==> src/hw/rtl/mbc_pkg.sv <==
`timescale 1ns / 1ps

package mbc_pkg;

   localparam int BlockW  = 64;
   localparam int HalfW   = 32;
   localparam int KeyRegs = 4;
   localparam int IndexW  = 3;
   localparam int PcW     = 4;
   localparam int PassW   = 2;
   localparam int RotL    = 11;

   localparam logic [IndexW-1:0] REG_KEY_0      = 3'd0;
   localparam logic [IndexW-1:0] REG_KEY_1      = 3'd1;
   localparam logic [IndexW-1:0] REG_KEY_2      = 3'd2;
   localparam logic [IndexW-1:0] REG_KEY_3      = 3'd3;
   localparam logic [IndexW-1:0] REG_BYTE_ORDER = 3'd4;

   localparam logic ACT_ENCRYPT = 1'b0;
   localparam logic ACT_DECRYPT = 1'b1;

   typedef enum logic [1:0] {
      JMP_NONE,
      JMP_FWD,
      JMP_REV
   } jump_type;

   typedef struct packed {
      logic [2:0] key_idx;
      logic       upd_a;
      jump_type   jump;
      logic [PcW-1:0] target;
   } ucode_type;

   typedef struct packed {
      logic       load;
      logic       round_en;
      logic [2:0] key_idx;
      logic       upd_a;
      logic       drain;
   } ctl_type;

   localparam logic [PcW-1:0] PC_FWD = 4'd0;
   localparam logic [PcW-1:0] PC_REV = 4'd8;

   localparam logic [PassW-1:0] FWD_LAST_ENC = 2'd2;
   localparam logic [PassW-1:0] FWD_LAST_DEC = 2'd0;
   localparam logic [PassW-1:0] REV_LAST_ENC = 2'd0;
   localparam logic [PassW-1:0] REV_LAST_DEC = 2'd2;

   function automatic ucode_type ucode_rom(input logic [PcW-1:0] pc);
      ucode_type w;
      w.upd_a  = pc[0];
      w.jump   = JMP_NONE;
      w.target = PC_FWD;
      unique case (pc)
         4'd0:  w.key_idx = 3'd0;
         4'd1:  w.key_idx = 3'd1;
         4'd2:  w.key_idx = 3'd2;
         4'd3:  w.key_idx = 3'd3;
         4'd4:  w.key_idx = 3'd4;
         4'd5:  w.key_idx = 3'd5;
         4'd6:  w.key_idx = 3'd6;
         4'd7:  begin
            w.key_idx = 3'd7;
            w.jump    = JMP_FWD;
            w.target  = PC_FWD;
         end
         4'd8:  w.key_idx = 3'd7;
         4'd9:  w.key_idx = 3'd6;
         4'd10: w.key_idx = 3'd5;
         4'd11: w.key_idx = 3'd4;
         4'd12: w.key_idx = 3'd3;
         4'd13: w.key_idx = 3'd2;
         4'd14: w.key_idx = 3'd1;
         4'd15: begin
            w.key_idx = 3'd0;
            w.jump    = JMP_REV;
            w.target  = PC_REV;
         end
         default: w.key_idx = 3'd0;
      endcase
      return w;
   endfunction

   function automatic logic [3:0] sbox(input logic [2:0] row, input logic [3:0] x);
      logic [63:0] r;
      unique case (row)
         3'd0: r = 64'h1F30_7D8E_9B5A_264C;
         3'd1: r = 64'hF0DB_74E1_C5A9_3286;
         3'd2: r = 64'h069C_471E_DAF2_853B;
         3'd3: r = 64'hB9E3_5A07_6F4D_128C;
         3'd4: r = 64'hC24B_E390_D618_A5F7;
         3'd5: r = 64'h0E34_187B_AC29_6FD5;
         3'd6: r = 64'h73AD_0B4F_C196_52E8;
         3'd7: r = 64'h2BC9_6AF4_3850_DE71;
         default: r = '0;
      endcase
      return r[{x, 2'b00} +: 4];
   endfunction

   function automatic logic [HalfW-1:0] swap32(input logic [HalfW-1:0] v);
      return {v[7:0], v[15:8], v[23:16], v[31:24]};
   endfunction

endpackage

==> src/hw/rtl/mbc_sequencer.sv <==
`timescale 1ns / 1ps

module mbc_sequencer (
   input  logic              clock,
   input  logic              reset,
   input  logic              start,
   input  logic              dec,
   input  logic              out_free,
   output logic              idle,
   output mbc_pkg::ctl_type  ctl
);

   localparam logic [1:0] ST_IDLE = 2'd0;
   localparam logic [1:0] ST_RUN  = 2'd1;
   localparam logic [1:0] ST_DONE = 2'd2;

   logic [1:0]                  state_ff, state_in;
   logic [mbc_pkg::PcW-1:0]     pc_ff, pc_in;
   logic [mbc_pkg::PassW-1:0]   pass_ff, pass_in;
   logic                        dec_ff, dec_in;
   mbc_pkg::ucode_type          uw;
   logic [mbc_pkg::PassW-1:0]   fwd_last, rev_last;

   assign uw       = mbc_pkg::ucode_rom(pc_ff);
   assign fwd_last = dec_ff ? mbc_pkg::FWD_LAST_DEC : mbc_pkg::FWD_LAST_ENC;
   assign rev_last = dec_ff ? mbc_pkg::REV_LAST_DEC : mbc_pkg::REV_LAST_ENC;

   always_comb begin
      state_in = state_ff;
      pc_in    = pc_ff;
      pass_in  = pass_ff;
      dec_in   = dec_ff;
      unique case (state_ff)
         ST_IDLE: begin
            if (start) begin
               state_in = ST_RUN;
               pc_in    = mbc_pkg::PC_FWD;
               pass_in  = '0;
               dec_in   = dec;
            end
         end
         ST_RUN: begin
            unique case (uw.jump)
               mbc_pkg::JMP_NONE: pc_in = pc_ff + 1'b1;
               mbc_pkg::JMP_FWD: begin
                  if (pass_ff == fwd_last) begin
                     pc_in   = mbc_pkg::PC_REV;
                     pass_in = '0;
                  end else begin
                     pc_in   = uw.target;
                     pass_in = pass_ff + 1'b1;
                  end
               end
               mbc_pkg::JMP_REV: begin
                  if (pass_ff == rev_last) begin
                     state_in = ST_DONE;
                  end else begin
                     pc_in   = uw.target;
                     pass_in = pass_ff + 1'b1;
                  end
               end
               default: pc_in = pc_ff;
            endcase
         end
         ST_DONE: begin
            if (out_free) begin
               state_in = ST_IDLE;
            end
         end
         default: state_in = ST_IDLE;
      endcase
   end

   always_ff @(posedge clock) begin
      if (reset) begin
         state_ff <= ST_IDLE;
         pc_ff    <= '0;
         pass_ff  <= '0;
         dec_ff   <= 1'b0;
      end else begin
         state_ff <= state_in;
         pc_ff    <= pc_in;
         pass_ff  <= pass_in;
         dec_ff   <= dec_in;
      end
   end

   assign idle         = (state_ff == ST_IDLE);
   assign ctl.load     = start && (state_ff == ST_IDLE);
   assign ctl.round_en = (state_ff == ST_RUN);
   assign ctl.key_idx  = uw.key_idx;
   assign ctl.upd_a    = uw.upd_a;
   assign ctl.drain    = (state_ff == ST_DONE) && out_free;

endmodule

==> src/hw/rtl/mbc_datapath.sv <==
`timescale 1ns / 1ps

module mbc_datapath (
   input  logic                                       clock,
   input  mbc_pkg::ctl_type                           ctl,
   input  logic [mbc_pkg::KeyRegs-1:0][mbc_pkg::BlockW-1:0] key,
   input  logic                                       le,
   input  logic [mbc_pkg::BlockW-1:0]                 block_in,
   output logic [mbc_pkg::BlockW-1:0]                 block_out
);

   logic [mbc_pkg::HalfW-1:0] a_ff, a_in, b_ff, b_in;
   logic [mbc_pkg::BlockW-1:0] kw;
   logic [mbc_pkg::HalfW-1:0] kraw, rk, src, sum, sub, f;

   assign kw   = key[ctl.key_idx[2:1]];
   assign kraw = ctl.key_idx[0] ? kw[31:0] : kw[63:32];
   assign rk   = le ? mbc_pkg::swap32(kraw) : kraw;
   assign src  = ctl.upd_a ? b_ff : a_ff;
   assign sum  = src + rk;

   always_comb begin
      for (int i = 0; i < 8; i++) begin
         sub[4*i +: 4] = mbc_pkg::sbox(3'(i), sum[4*i +: 4]);
      end
   end

   assign f = {sub[mbc_pkg::HalfW-1-mbc_pkg::RotL:0],
               sub[mbc_pkg::HalfW-1 -: mbc_pkg::RotL]};

   always_comb begin
      a_in = a_ff;
      b_in = b_ff;
      priority if (ctl.load) begin
         a_in = le ? mbc_pkg::swap32(block_in[63:32]) : block_in[31:0];
         b_in = le ? mbc_pkg::swap32(block_in[31:0])  : block_in[63:32];
      end else if (ctl.round_en) begin
         if (ctl.upd_a) begin
            a_in = a_ff ^ f;
         end else begin
            b_in = b_ff ^ f;
         end
      end
   end

   always_ff @(posedge clock) begin
      a_ff <= a_in;
      b_ff <= b_in;
   end

   assign block_out = le ? {mbc_pkg::swap32(b_ff), mbc_pkg::swap32(a_ff)} : {a_ff, b_ff};

endmodule

==> src/hw/rtl/magma_block_cipher.sv <==
`timescale 1ns / 1ps
// Magma (GOST 28147-89) block cipher, one 64-bit block per transaction.
// Channels:
//   csr_*  register writes: index 0..3 load the 256-bit key, index 4 picks
//          the byte order (0 big-endian Magma, 1 little-endian GOST).
//          Always ready; write only while no block is in flight.
//   req_*  one block and its action (0 encrypt, 1 decrypt).
//   rsp_*  the resulting block.
// Timing: the accept cycle loads the halves, then a microcoded sequencer
// steps the single round unit through 32 rounds, one per cycle, and the
// result then moves into the output register once that register is free.
// req_ready returns in the cycle the result is registered, so a new
// block can be taken while the previous result waits.
// Stall: if rsp_ready is low the finished block holds in the core and
// req_ready stays low until the output register frees up.
// Reset: clears the key, byte order, sequencer and output valid.
module magma_block_cipher (
   input  logic                               clock,
   input  logic                               reset,
   input  logic                               csr_valid,
   output logic                               csr_ready,
   input  logic [mbc_pkg::IndexW-1:0]         csr_index,
   input  logic [mbc_pkg::BlockW-1:0]         csr_data,
   input  logic                               req_valid,
   output logic                               req_ready,
   input  logic                               req_action,
   input  logic [mbc_pkg::BlockW-1:0]         req_block_in,
   output logic                               rsp_valid,
   input  logic                               rsp_ready,
   output logic [mbc_pkg::BlockW-1:0]         rsp_block_out
);

   logic [mbc_pkg::KeyRegs-1:0][mbc_pkg::BlockW-1:0] key_ff, key_in;
   logic                              le_ff, le_in;
   logic                              rsp_valid_ff, rsp_valid_in;
   logic [mbc_pkg::BlockW-1:0]        rsp_data_ff, rsp_data_in;
   logic                              idle, start, out_free;
   logic [mbc_pkg::BlockW-1:0]        core_out;
   mbc_pkg::ctl_type                  ctl;

   assign csr_ready = 1'b1;
   assign req_ready = idle;
   assign start     = req_valid && idle;
   assign out_free  = !rsp_valid_ff || rsp_ready;

   always_comb begin
      key_in = key_ff;
      le_in  = le_ff;
      if (csr_valid) begin
         unique case (csr_index)
            mbc_pkg::REG_KEY_0:      key_in[0] = csr_data;
            mbc_pkg::REG_KEY_1:      key_in[1] = csr_data;
            mbc_pkg::REG_KEY_2:      key_in[2] = csr_data;
            mbc_pkg::REG_KEY_3:      key_in[3] = csr_data;
            mbc_pkg::REG_BYTE_ORDER: le_in     = csr_data[0];
            default:                 le_in     = le_ff;
         endcase
      end
   end

   always_comb begin
      rsp_valid_in = rsp_valid_ff;
      rsp_data_in  = rsp_data_ff;
      priority if (ctl.drain) begin
         rsp_valid_in = 1'b1;
         rsp_data_in  = core_out;
      end else if (rsp_ready) begin
         rsp_valid_in = 1'b0;
      end
   end

   always_ff @(posedge clock) begin
      if (reset) begin
         key_ff       <= '0;
         le_ff        <= 1'b0;
         rsp_valid_ff <= 1'b0;
      end else begin
         key_ff       <= key_in;
         le_ff        <= le_in;
         rsp_valid_ff <= rsp_valid_in;
      end
   end

   always_ff @(posedge clock) begin
      rsp_data_ff <= rsp_data_in;
   end

   mbc_sequencer u_seq (
      .clock    (clock),
      .reset    (reset),
      .start    (start),
      .dec      (req_action == mbc_pkg::ACT_DECRYPT),
      .out_free (out_free),
      .idle     (idle),
      .ctl      (ctl)
   );

   mbc_datapath u_dp (
      .clock     (clock),
      .ctl       (ctl),
      .key       (key_ff),
      .le        (le_ff),
      .block_in  (req_block_in),
      .block_out (core_out)
   );

   assign rsp_valid     = rsp_valid_ff;
   assign rsp_block_out = rsp_data_ff;

endmodule

==> config.mk <==
export PLATFORM = sky130hd
export DESIGN_NAME = magma_block_cipher
export DESIGN_NICKNAME = d
export VERILOG_FILES = /design/src/hw/rtl/mbc_pkg.sv /design/src/hw/rtl/mbc_sequencer.sv /design/src/hw/rtl/mbc_datapath.sv /design/src/hw/rtl/magma_block_cipher.sv
export SDC_FILE = /design/constraint.sdc
export NUM_CORES = 1
export LEC_CHECK = 0
export ABC_AREA = 0
export BUFFER_PORTS_ARGS = -buffer_cell sky130_fd_sc_hd__buf_2
export CAP_MARGIN = 40
export CORE_ASPECT_RATIO = 1.25
export CORE_MARGIN = 1.5
export CORE_UTILIZATION = 40
export DETAILED_ROUTE_END_ITERATION = 16
export GPL_ROUTABILITY_DRIVEN = 1
export PLACE_DENSITY = 0.61
export SLEW_MARGIN = 20
export SYNTH_ARGS = -nofsm -noshare
export SYNTH_HDL_FRONTEND = slang
export SYNTH_SLANG_ARGS = --single-unit
==> constraint.sdc <==
create_clock -name clock -period 7.34 [get_ports clock]
set_clock_uncertainty 0.1 [all_clocks]
set_input_delay 0.367 -clock clock [delete_from_list [all_inputs] [get_ports clock]]
set_output_delay 0.367 -clock clock [all_outputs]
set_load 0.01 [all_outputs]
# Word-level counts from Yosys, hierarchy flattened
# Index checks and enable logic that the tools add are counted.
# classes
n_addsub	3
magnitude_cmp	1
eq_ne	33
n_shift	8
n_mux	35
n_bitwise	2
n_reduce_logical	32
# op_table
operator	n
$shiftx A64 B7 Y4 const A	8
$mux W32	11
$bmux W64 S2	1
$mux W64	2
$xor A32 B32 Y32	2
$add A32 B32 Y32	1
$eq A4 B4 Y1 const B	8
$pmux W3 S8	1
$mux W2	9
$eq A4 B3 Y1 const B	4
$reduce_and A2 Y1	8
$reduce_or A2 Y1	8
$mux W4	3
$pmux W4 S3	1
$pmux W6 S2	1
$reduce_and A4 Y1	3
$eq A4 B2 Y1 const B	2
$ne A2 B1 Y1 const B	4
$pmux W2 S2	2
$pmux W4 S2	1
$reduce_bool A2 Y1	4
$eq A3 B2 Y1 const B	2
$pmux W2 S3	1
$add A4 B1 Y4 const B	1
other kinds (19)	26
# totals
regBits	395
output_inout_bits	67
word_cells	127

# Depth between registers and ports, before layout
# Gate-level depths: netlist of the first run.
# depth
depth_word	13
ltp_mapped	31
ltp_nobuf	28

# Cells and area by module
# From an unflattened synthesis of the first run, not the netlist that was laid out.
# unflattened
hier_cells	2098
hier_area_um2	23312.4
# modules_own_cells
module	instances	cells_per_inst	area_per_inst_um2	seq_area_each_um2
magma_block_cipher	1	979	12079.1	7086.8
mbc_datapath	1	1027	10510.1	1921.8
mbc_sequencer	1	92	723.2	180.2

# Least setup slack after synthesis of the first run
# No wires, ideal clock.
# synth_timing
path_kind	register -> register
from	reg u_seq.pc_ff[0] (netlist name)
to	reg u_dp.a_ff[7] (netlist name), data pin
setup_ns	0.268
arrival_ns	6.465
t_required_ns	6.972
path_slack_ns	0.507
stages_incl_launch_ff	30
path_buffers	5
period_less_slack_ns	6.833
path_cell_list	dfxtp_1 > clkbuf_1 > buf_1 > inv_1 > ha_1 > a22oi_1 > nand3_1 > nor2_2 > clkbuf_1 > clkbuf_1 > buf_1 > nand3_1 > a31oi_1 > mux2i_1 > ha_1 > a21o_1 > or3_1 > o221ai_2 > o21ai_2 > a31oi_1 > o211a_1 > mux2_2 > and2_1 > ha_1 > inv_1 > a2111oi_0 > nor4_1 > o211ai_2 > xnor2_1 > o21ai_1
# synth_via
elab_chain_cells	13
word_cells_on_any_way	36
classes_between	add/sub: 1; eq/ne: 15; shift: 1; mux: 9; bitwise: 1; reduce/logical: 9
# synth_rtl
item	line	text
start: declaration	mbc_sequencer.sv:18	logic [mbc_pkg::PcW-1:0] pc_ff, pc_in;
start signal: assignment	mbc_sequencer.sv:82	pc_ff <= pc_in;
$eq A4 B4 Y1, or another cell as far along	mbc_pkg.sv:56	unique case (pc)
$reduce_or A2 Y1 (no line)	--	
$pmux W3 S8	mbc_pkg.sv:56	
$bmux W64 S2	mbc_datapath.sv:16	assign kw = key[ctl.key_idx[2:1]];
$mux W64 (not written as such)	mbc_datapath.sv:16	
$mux W32	mbc_datapath.sv:17	assign kraw = ctl.key_idx[0] ? kw[31:0] : kw[63:32];
$mux W32	mbc_datapath.sv:18	assign rk = le ? mbc_pkg::swap32(kraw) : kraw;
$add A32 B32 Y32 *	mbc_datapath.sv:20	assign sum = src + rk;
$shiftx A64 B7 Y4 *	mbc_pkg.sv:99	return r[{x, 2'b00} +: 4];
$xor A32 B32 Y32 *	mbc_datapath.sv:39	a_in = a_ff ^ f;
$mux W32 *	mbc_datapath.sv:38	if (ctl.upd_a) begin
$mux W32 *	mbc_datapath.sv:37	end else if (ctl.round_en) begin
$mux W32 *	mbc_datapath.sv:34	priority if (ctl.load) begin
named net u_dp.a_in (one bit)	mbc_datapath.sv:12	logic [mbc_pkg::HalfW-1:0] a_ff, a_in, b_ff, b_in;
end signal: assignment	mbc_datapath.sv:47	a_ff <= a_in;
end: declaration	mbc_datapath.sv:12	
# Mark *: on every way through the listed nets, which the timed path passes. The rest lies on a longest branch. The select of a mux whose other input is x is not followed.
# A chain may end at the register's enable or synchronous reset.

# Worst setup path in the final report of the first run
# layout_timing
from	reg u_seq.pc_ff[1] (netlist name)
to	reg u_dp.b_ff[3] (netlist name), data pin
# layout_via
elab_chain_cells	13
word_cells_on_any_way	35
classes_between	add/sub: 1; eq/ne: 15; shift: 1; mux: 8; bitwise: 1; reduce/logical: 9
# layout_rtl
item	line	text
$eq A4 B4 Y1, or another cell as far along	mbc_pkg.sv:56	
$reduce_or A2 Y1 (no line)	--	
$pmux W3 S8 *	mbc_pkg.sv:56	
$bmux W64 S2	mbc_datapath.sv:16	
$mux W64 (not written as such)	mbc_datapath.sv:16	
$mux W32 *	mbc_datapath.sv:17	
$mux W32 *	mbc_datapath.sv:18	
$add A32 B32 Y32 *	mbc_datapath.sv:20	
$shiftx A64 B7 Y4 *	mbc_pkg.sv:99	
$xor A32 B32 Y32 *	mbc_datapath.sv:41	b_in = b_ff ^ f;
$mux W32 *	mbc_datapath.sv:38	
$mux W32 *	mbc_datapath.sv:37	
$mux W32 *	mbc_datapath.sv:34	
named net u_dp.b_in (one bit)	mbc_datapath.sv:12	
end signal: assignment	mbc_datapath.sv:48	b_ff <= b_in;
end: declaration	mbc_datapath.sv:12	
# Marks and branches as above.

==> results.py, run 1 <==
metrics = {
    "critical_path": {
        "reg2regPathDepth": 23,
        "regToRegSetupSlack_ps": 390,
        "r2r-start": "u_seq.pc_ff[1]",
        "critPathKind": "reg2reg",
        "critPathMaxFanout": 32,
        "crit_required_ps": 7540,
        "cp-end-kind": "register",
        "start_kind": "register",
        "rr_endpoint": "u_dp.b_ff[3]",
        "critPathArrivalTime_ps": 7160,
    },
    "die": {
        "dieArea_sq_um": 57200,
        "row_count": 96,
        "core_sq_um": 55000,
        "start_util": 0.405,
        "io-pin-count": 204,
        "chipHeight_microns": 267,
        "die_w_microns": 214,
    },
    "detailed_routing": {
        "drcViolationCount": 0,
        "vias": 20100,
        "drt_wl_total_mm": 73.5,
        "vias_per_cell": 5.60,
        "wl_per_cell_microns": 20.4,
        "ant_nets": 0,
        "initialDrtViolationCount": 1410,
        "drt_first_pass_iters": 5,
    },
    "logic_synthesis": {
        "synth.avg_cell_area_sq_um": 8.46,
        "synth_nets": 2854,
        "yosys_warnings": 0,
        "synth_seq_cells": 395,
        "ys_seq_area_frac": 0.412,
        "async_reset_ff_frac": 0,
        "synthFlopType": "dfxtp_1",
        "synthesis.area_sq_um": 22300,
        "synth.distinct_cells": 84,
        "muxShareOfSynthArea": 0.103,
        "synth-simple-area-share": 0.189,
        "netlist.area_leader.share": 0.240,
        "yosys.area_share.adder": 0.0475,
        "synth_xor_xnor_area_share": 0.0321,
        "synth_edf_count": 128,
        "synth_compound_area_frac": 0.177,
        "synth_area_leaders": "dfxtp_1, edfxtp_1, nand2_1",
        "synth_top_family_by_area": "simple AND/OR/NAND/NOR gates",
        "synth_cells": 2633,
        "yosysTopAreaCell": "dfxtp_1",
    },
    "timing": {
        "rsz0062_at_grt": "no",
        "hold_viol": 0,
        "finalCriticalPeriod_ps": 6950,
        "setup_viol": 0,
        "setup_slack_ps": 388,
        "worst_pin_slew_ps": 895,
        "max_freq_ghz": 0.144,
        "max_slew_margin": 0.403,
        "slew_viol_final": 0,
        "tns_ps": 0,
        "whs_ps": 55.9,
        "min_period_over_period": 0.947,
    },
    "global_routing": {
        "grt_pass1_wl_mm": 112,
        "grt_use_total": 0.251,
        "antenna_found_initial": 7,
        "grt_max_degree": 92,
        "grt_pass1_vias": 19500,
        "grt-ovfl-total": 0,
    },
    "layout": {
        "layout_common_cells": "nand2_1, a21oi_1, dfxtp_1, buf_2, edfxtp_1",
        "fin_area_sq_um": 26500,
        "area_delta_synth_final_pct": 18.8,
        "drive_gt1_frac": 0.174,
        "final_common_cell": "nand2_1",
        "finalNetCount": 3050,
    },
    "clocking": {
        "clk_pin_slew_ps": 70,
        "cts_made_buffers": 43,
        "cts_root_buffer": "clkbuf_16",
        "cts_max_path_buffers": 3,
        "worstSkewPairLatency_ps": 600,
        "numClockSinks": 395,
        "cts_tree": "done",
        "htree_levels": 2,
    },
    "power": {
        "power_density_nw_per_um2": 341,
        "p_leak_nw": 9.93,
        "ir_worst_vdd_uv": 198,
    },
    "place": {
        "placed_cell_area_sq_um": 24300,
        "port_buffers": 202,
        "pre_cts_ws_ps": 378,
        "routabilityCongestion": 0.904,
        "dp_hpwl_mm": 51.6,
    },
    "min_path": {
        "worstHoldStart": "req_block_in[16]",
        "holdPathStages": 3,
        "hp-class": "in2reg",
        "hold_path_end": "u_dp.b_ff[8]",
    },
    "outcome": {
        "run_status": "finished, final reports clean",
    },
    "run": {
        "max-cap-violations": 0,
    },
}
[stage by stage]
step                      std cells  total power, W   util
after floorplan                2633         0.00568      -
after global placement         3439         0.00659  0.437
after detailed placement       3448         0.00675  0.441
after CTS                      3593         0.00904  0.480
after global routing           3600         0.00957  0.481
final                          3600         0.00902  0.481
[flip-flops by register name (all words and copies together), names as in the netlist]
register	count
key_ff	256
le_ff	1
rsp_block_out	64
rsp_valid	1
u_dp.a_ff	32
u_dp.b_ff	32
u_seq.dec_ff	1
u_seq.pass_ff	2
u_seq.pc_ff	4
u_seq.state_ff	2
[cell families after synthesis]
family | count (synthesis)
flip-flops | 395
buffers and inverters | 230
AND/OR/NAND/NOR | 1003
AO/OA/AOI/OAI | 636
other | 1
XOR/XNOR | 80
multiplexers | 204
adder cells (fa/ha/maj) | 84
[worst max-delay path, cell delays in order, from the launching register on]
cell,delay [ps]
dfxtp_1,420
inv_1,90
ha_1,260
o31ai_1,430
and3_2,350
nor2_4,130
buf_4,170
buf_12,170
a221oi_1,470
nor3_1,100
a31oi_1,390
mux2i_1,190
ha_1,460
a21o_1,200
a21o_1,170
a21oi_1,220
nor2_1,90
a211oi_1,550
a21oi_2,140
o21ai_1,610
a21oi_1,130
a311o_1,400
a211oi_1,330
a211oi_2,60
[cell usage after synthesis, drive strengths merged, types with 5 or more instances]
master	n
a31oi	33
o311ai	5
o211ai	19
o31ai	12
and3	13
and2	10
nand4	8
a21o	28
mux4	9
o21ai	65
mux2	104
xor2	41
nand3	78
nor4	5
or3	13
nor2	73
nor2b	16
dfxtp	267
o221ai	6
ha	83
o21a	5
nand2	712
edfxtp	128
inv	47
nand2b	14
a211oi	21
or2	11
a221oi	55
a21oi	337
xnor2	39
buf	44
a2111oi	5
mux2i	91
nor3	39
clkbuf	139
[worst max-delay path by stage]
stage | cells after the start | endpoint | slack, ps | from
floorplan | 29 | u_dp.a_ff[7] | 510 | u_seq.pc_ff[0]
global placement | 24 | u_dp.b_ff[7] | 420 | u_seq.pc_ff[0]
detailed placement | 26 | u_dp.b_ff[3] | 380 | u_seq.pc_ff[1]
CTS | 26 | u_dp.b_ff[3] | 320 | u_seq.pc_ff[1]
global route | 26 | u_dp.b_ff[2] | 4 | u_seq.pc_ff[1]
finish | 23 | u_dp.b_ff[3] | 390 | u_seq.pc_ff[1]
[cell type report]
class / instances / area (sq um)
Clock inverter: 16 / 175
Fill cell: 5340 / 28500
Inverter: 47 / 176
Tap cell: 735 / 920
Multi-Input combinational cell: 2008 / 12300
Clock buffer: 63 / 1270
Sequential cell: 395 / 9190
Timing Repair Buffer: 334 / 2410
Antenna cell: 2 / 5.00
[where the power goes]
part	switching [W]	leakage [nW]	internal [W]	total, W
clock network	0.000946	0.713	0.00131	0.00225
logic	0.00220	5.86	0.00165	0.00385
registers	0.000244	3.36	0.00267	0.00291
total	0.00339	9.93	0.00562	0.00902
[metal layers]
layer  vias to the layer above  part of all wire  GRT usage
li1                       9676                 -          -
met1                      9671              0.39      0.288
met2                       636              0.51      0.456
met3                       157             0.049     0.0349
met4                         4             0.051      0.124
met5                         -           0.00031          0
[timing repair]
item / CTS / global route
resized for setup: 0 / 4
setup buffers: 0 / 3
endpoints found under the setup margin: 0 / 11
hold buffers: 66 / 0
endpoints found under the hold margin: 246 / 0
Power figures use the tool's default switching activity.
==> inputs of run 2 (changes only) <==
--- a/config.mk
+++ b/config.mk
@@ -10,10 +10,10 @@
 export CAP_MARGIN = 40
 export CORE_ASPECT_RATIO = 1.25
 export CORE_MARGIN = 1.5
-export CORE_UTILIZATION = 40
+export CORE_UTILIZATION = 30
 export DETAILED_ROUTE_END_ITERATION = 16
 export GPL_ROUTABILITY_DRIVEN = 1
-export PLACE_DENSITY = 0.61
+export PLACE_DENSITY = 0.49
 export SLEW_MARGIN = 20
 export SYNTH_ARGS = -nofsm -noshare
 export SYNTH_HDL_FRONTEND = slang
==> results.py, run 2 (same netlist as run 1, synthesis figures left out) <==
metrics = {
    "global_routing": {
        "grt_pass1_wl_mm": 119,
        "grt-ovfl-total": 0,
        "grt_pass1_vias": 20000,
        "grt_use_total": 0.205,
        "grt_max_degree": 114,
        "antenna_found_initial": 7,
    },
    "place": {
        "dp_hpwl_mm": 57.7,
        "placed_cell_area_sq_um": 24700,
        "routabilityCongestion": 0.933,
        "port_buffers": 202,
        "place_inst": 3701,
    },
    "layout": {
        "fin_area_sq_um": 27000,
        "regArea_sq_um": 9190,
        "layout_common_cells": "nand2_1, a21oi_1, dfxtp_1, buf_2, edfxtp_1",
        "fillers": 7617,
        "largest_reg_flops": 256,
        "n_antenna_cell": 0,
        "final_common_cell": "nand2_1",
        "layoutNonFillerInstCount": 3856,
        "multi_input_area_sq_um": 12300,
        "drive_gt1_frac": 0.182,
        "area_delta_synth_final_pct": 21.1,
        "largest-register": "key_ff",
        "finalNetCount": 3082,
    },
    "detailed_routing": {
        "vias_per_cell": 5.21,
        "wl_per_cell_microns": 20.6,
        "drt_first_pass_iters": 6,
        "vias": 20100,
        "ant_nets": 0,
        "drcViolationCount": 0,
        "drt_wl_total_mm": 79.4,
        "initialDrtViolationCount": 1183,
    },
    "timing": {
        "whs_ps": 45.1,
        "max_slew_margin": 0.410,
        "min_period_over_period": 0.942,
        "rsz0062_at_grt": "no",
        "max_freq_ghz": 0.145,
        "hold_viol": 0,
        "finalCriticalPeriod_ps": 6910,
        "slew_viol_final": 0,
        "worst_pin_slew_ps": 885,
        "setup_viol": 0,
        "tns_ps": 0,
    },
    "clocking": {
        "cts_max_path_buffers": 3,
        "cts_tree": "done",
        "cts_made_buffers": 44,
        "cts_root_buffer": "clkbuf_16",
        "clk_pin_slew_ps": 60,
        "htree_levels": 2,
        "numClockSinks": 395,
        "worstSkewPairLatency_ps": 600,
    },
    "min_path": {
        "holdPathStages": 3,
        "hp-class": "in2reg",
    },
    "die": {
        "start_util": 0.303,
        "row_count": 111,
        "io-pin-count": 204,
        "dieArea_sq_um": 75900,
        "chipHeight_microns": 308,
        "die_w_microns": 247,
        "core_sq_um": 73500,
    },
    "critical_path": {
        "critPathMaxFanout": 19,
        "start_kind": "register",
        "slowest_delay_ps": 620,
        "critPathArrivalTime_ps": 7130,
        "cp_slowest_cell": "a221oi_1",
        "reg2regPathDepth": 29,
        "crit_required_ps": 7560,
        "cp-end-kind": "register",
        "critPathKind": "reg2reg",
    },
    "power": {
        "power_density_nw_per_um2": 337,
        "p_leak_nw": 10.1,
        "ir_worst_vdd_uv": 191,
    },
    "run": {
        "max-cap-violations": 0,
    },
    "outcome": {
        "run_status": "finished, final reports clean",
    },
}
## run 2: path summary, 6_finish.rpt
kind | start | end | slack (ps)
setup / recovery | u_seq.pc_ff[1] | u_dp.a_ff[7] | 430
hold / removal | req_block_in[29] | u_dp.b_ff[5] | 50
setup reg to reg | u_seq.pc_ff[1] | u_dp.a_ff[7] | 430
hold reg to reg | key_ff[58] | key_ff[58] | 350
## run 2: timing repair
| action | in CTS | in global routing |
|---|---|---|
| endpoints found under the hold margin | 248 | 6 |
| hold buffers | 66 | 1 |
| buffers inserted | 0 | 0 |
| gates resized for setup | 0 | 2 |
| setup endpoints to repair | 0 | 3 |
## run 2: per-layer routing
metal / GRT usage / part of all wire / vias to the layer above
met5: 0 / 0.00030 / -
met4: 0.0818 / 0.040 / 4
met3: 0.0250 / 0.037 / 138
met2: 0.381 / 0.52 / 479
met1: 0.235 / 0.40 / 9733
li1: - / - / 9741
## run 2: final cells by class
class / instances / share of cell area
clock buffer: 55 / 0.0431
inverter: 47 / 0.00654
clock inverter: 26 / 0.00909
multi-input combinational: 2008 / 0.456
sequential: 395 / 0.341
tap: 960 / 0.0445
timing repair buffer: 365 / 0.0999
## run 2: worst max-delay path, delay by kind of cell, from the launching register on
family	cells	cell delay [ps]
buffers and inverters	7	1020
AND/OR/NAND/NOR	7	1400
flip-flops	1	410
multiplexers	1	120
XOR/XNOR	1	150
adder cells (fa/ha/maj)	3	760
AO/OA/AOI/OAI	10	2650
## run 2: metrics by stage
stage	util	power (W)	setup slack (ps)
2_1_floorplan	-	0.00568	507
3_3_place_gp	0.334	0.00676	414
3_5_place_dp	0.337	0.00690	505
4_1_cts	0.365	0.00918	419
5_1_grt	0.367	0.00970	20.3
6_report	0.367	0.00911	427
## run 2: power by group
part           total [W]  internal, W  switching, W
registers        0.00291      0.00267      0.000248
logic            0.00398      0.00172       0.00226
clock network    0.00221      0.00124      0.000972
total            0.00911      0.00563       0.00348
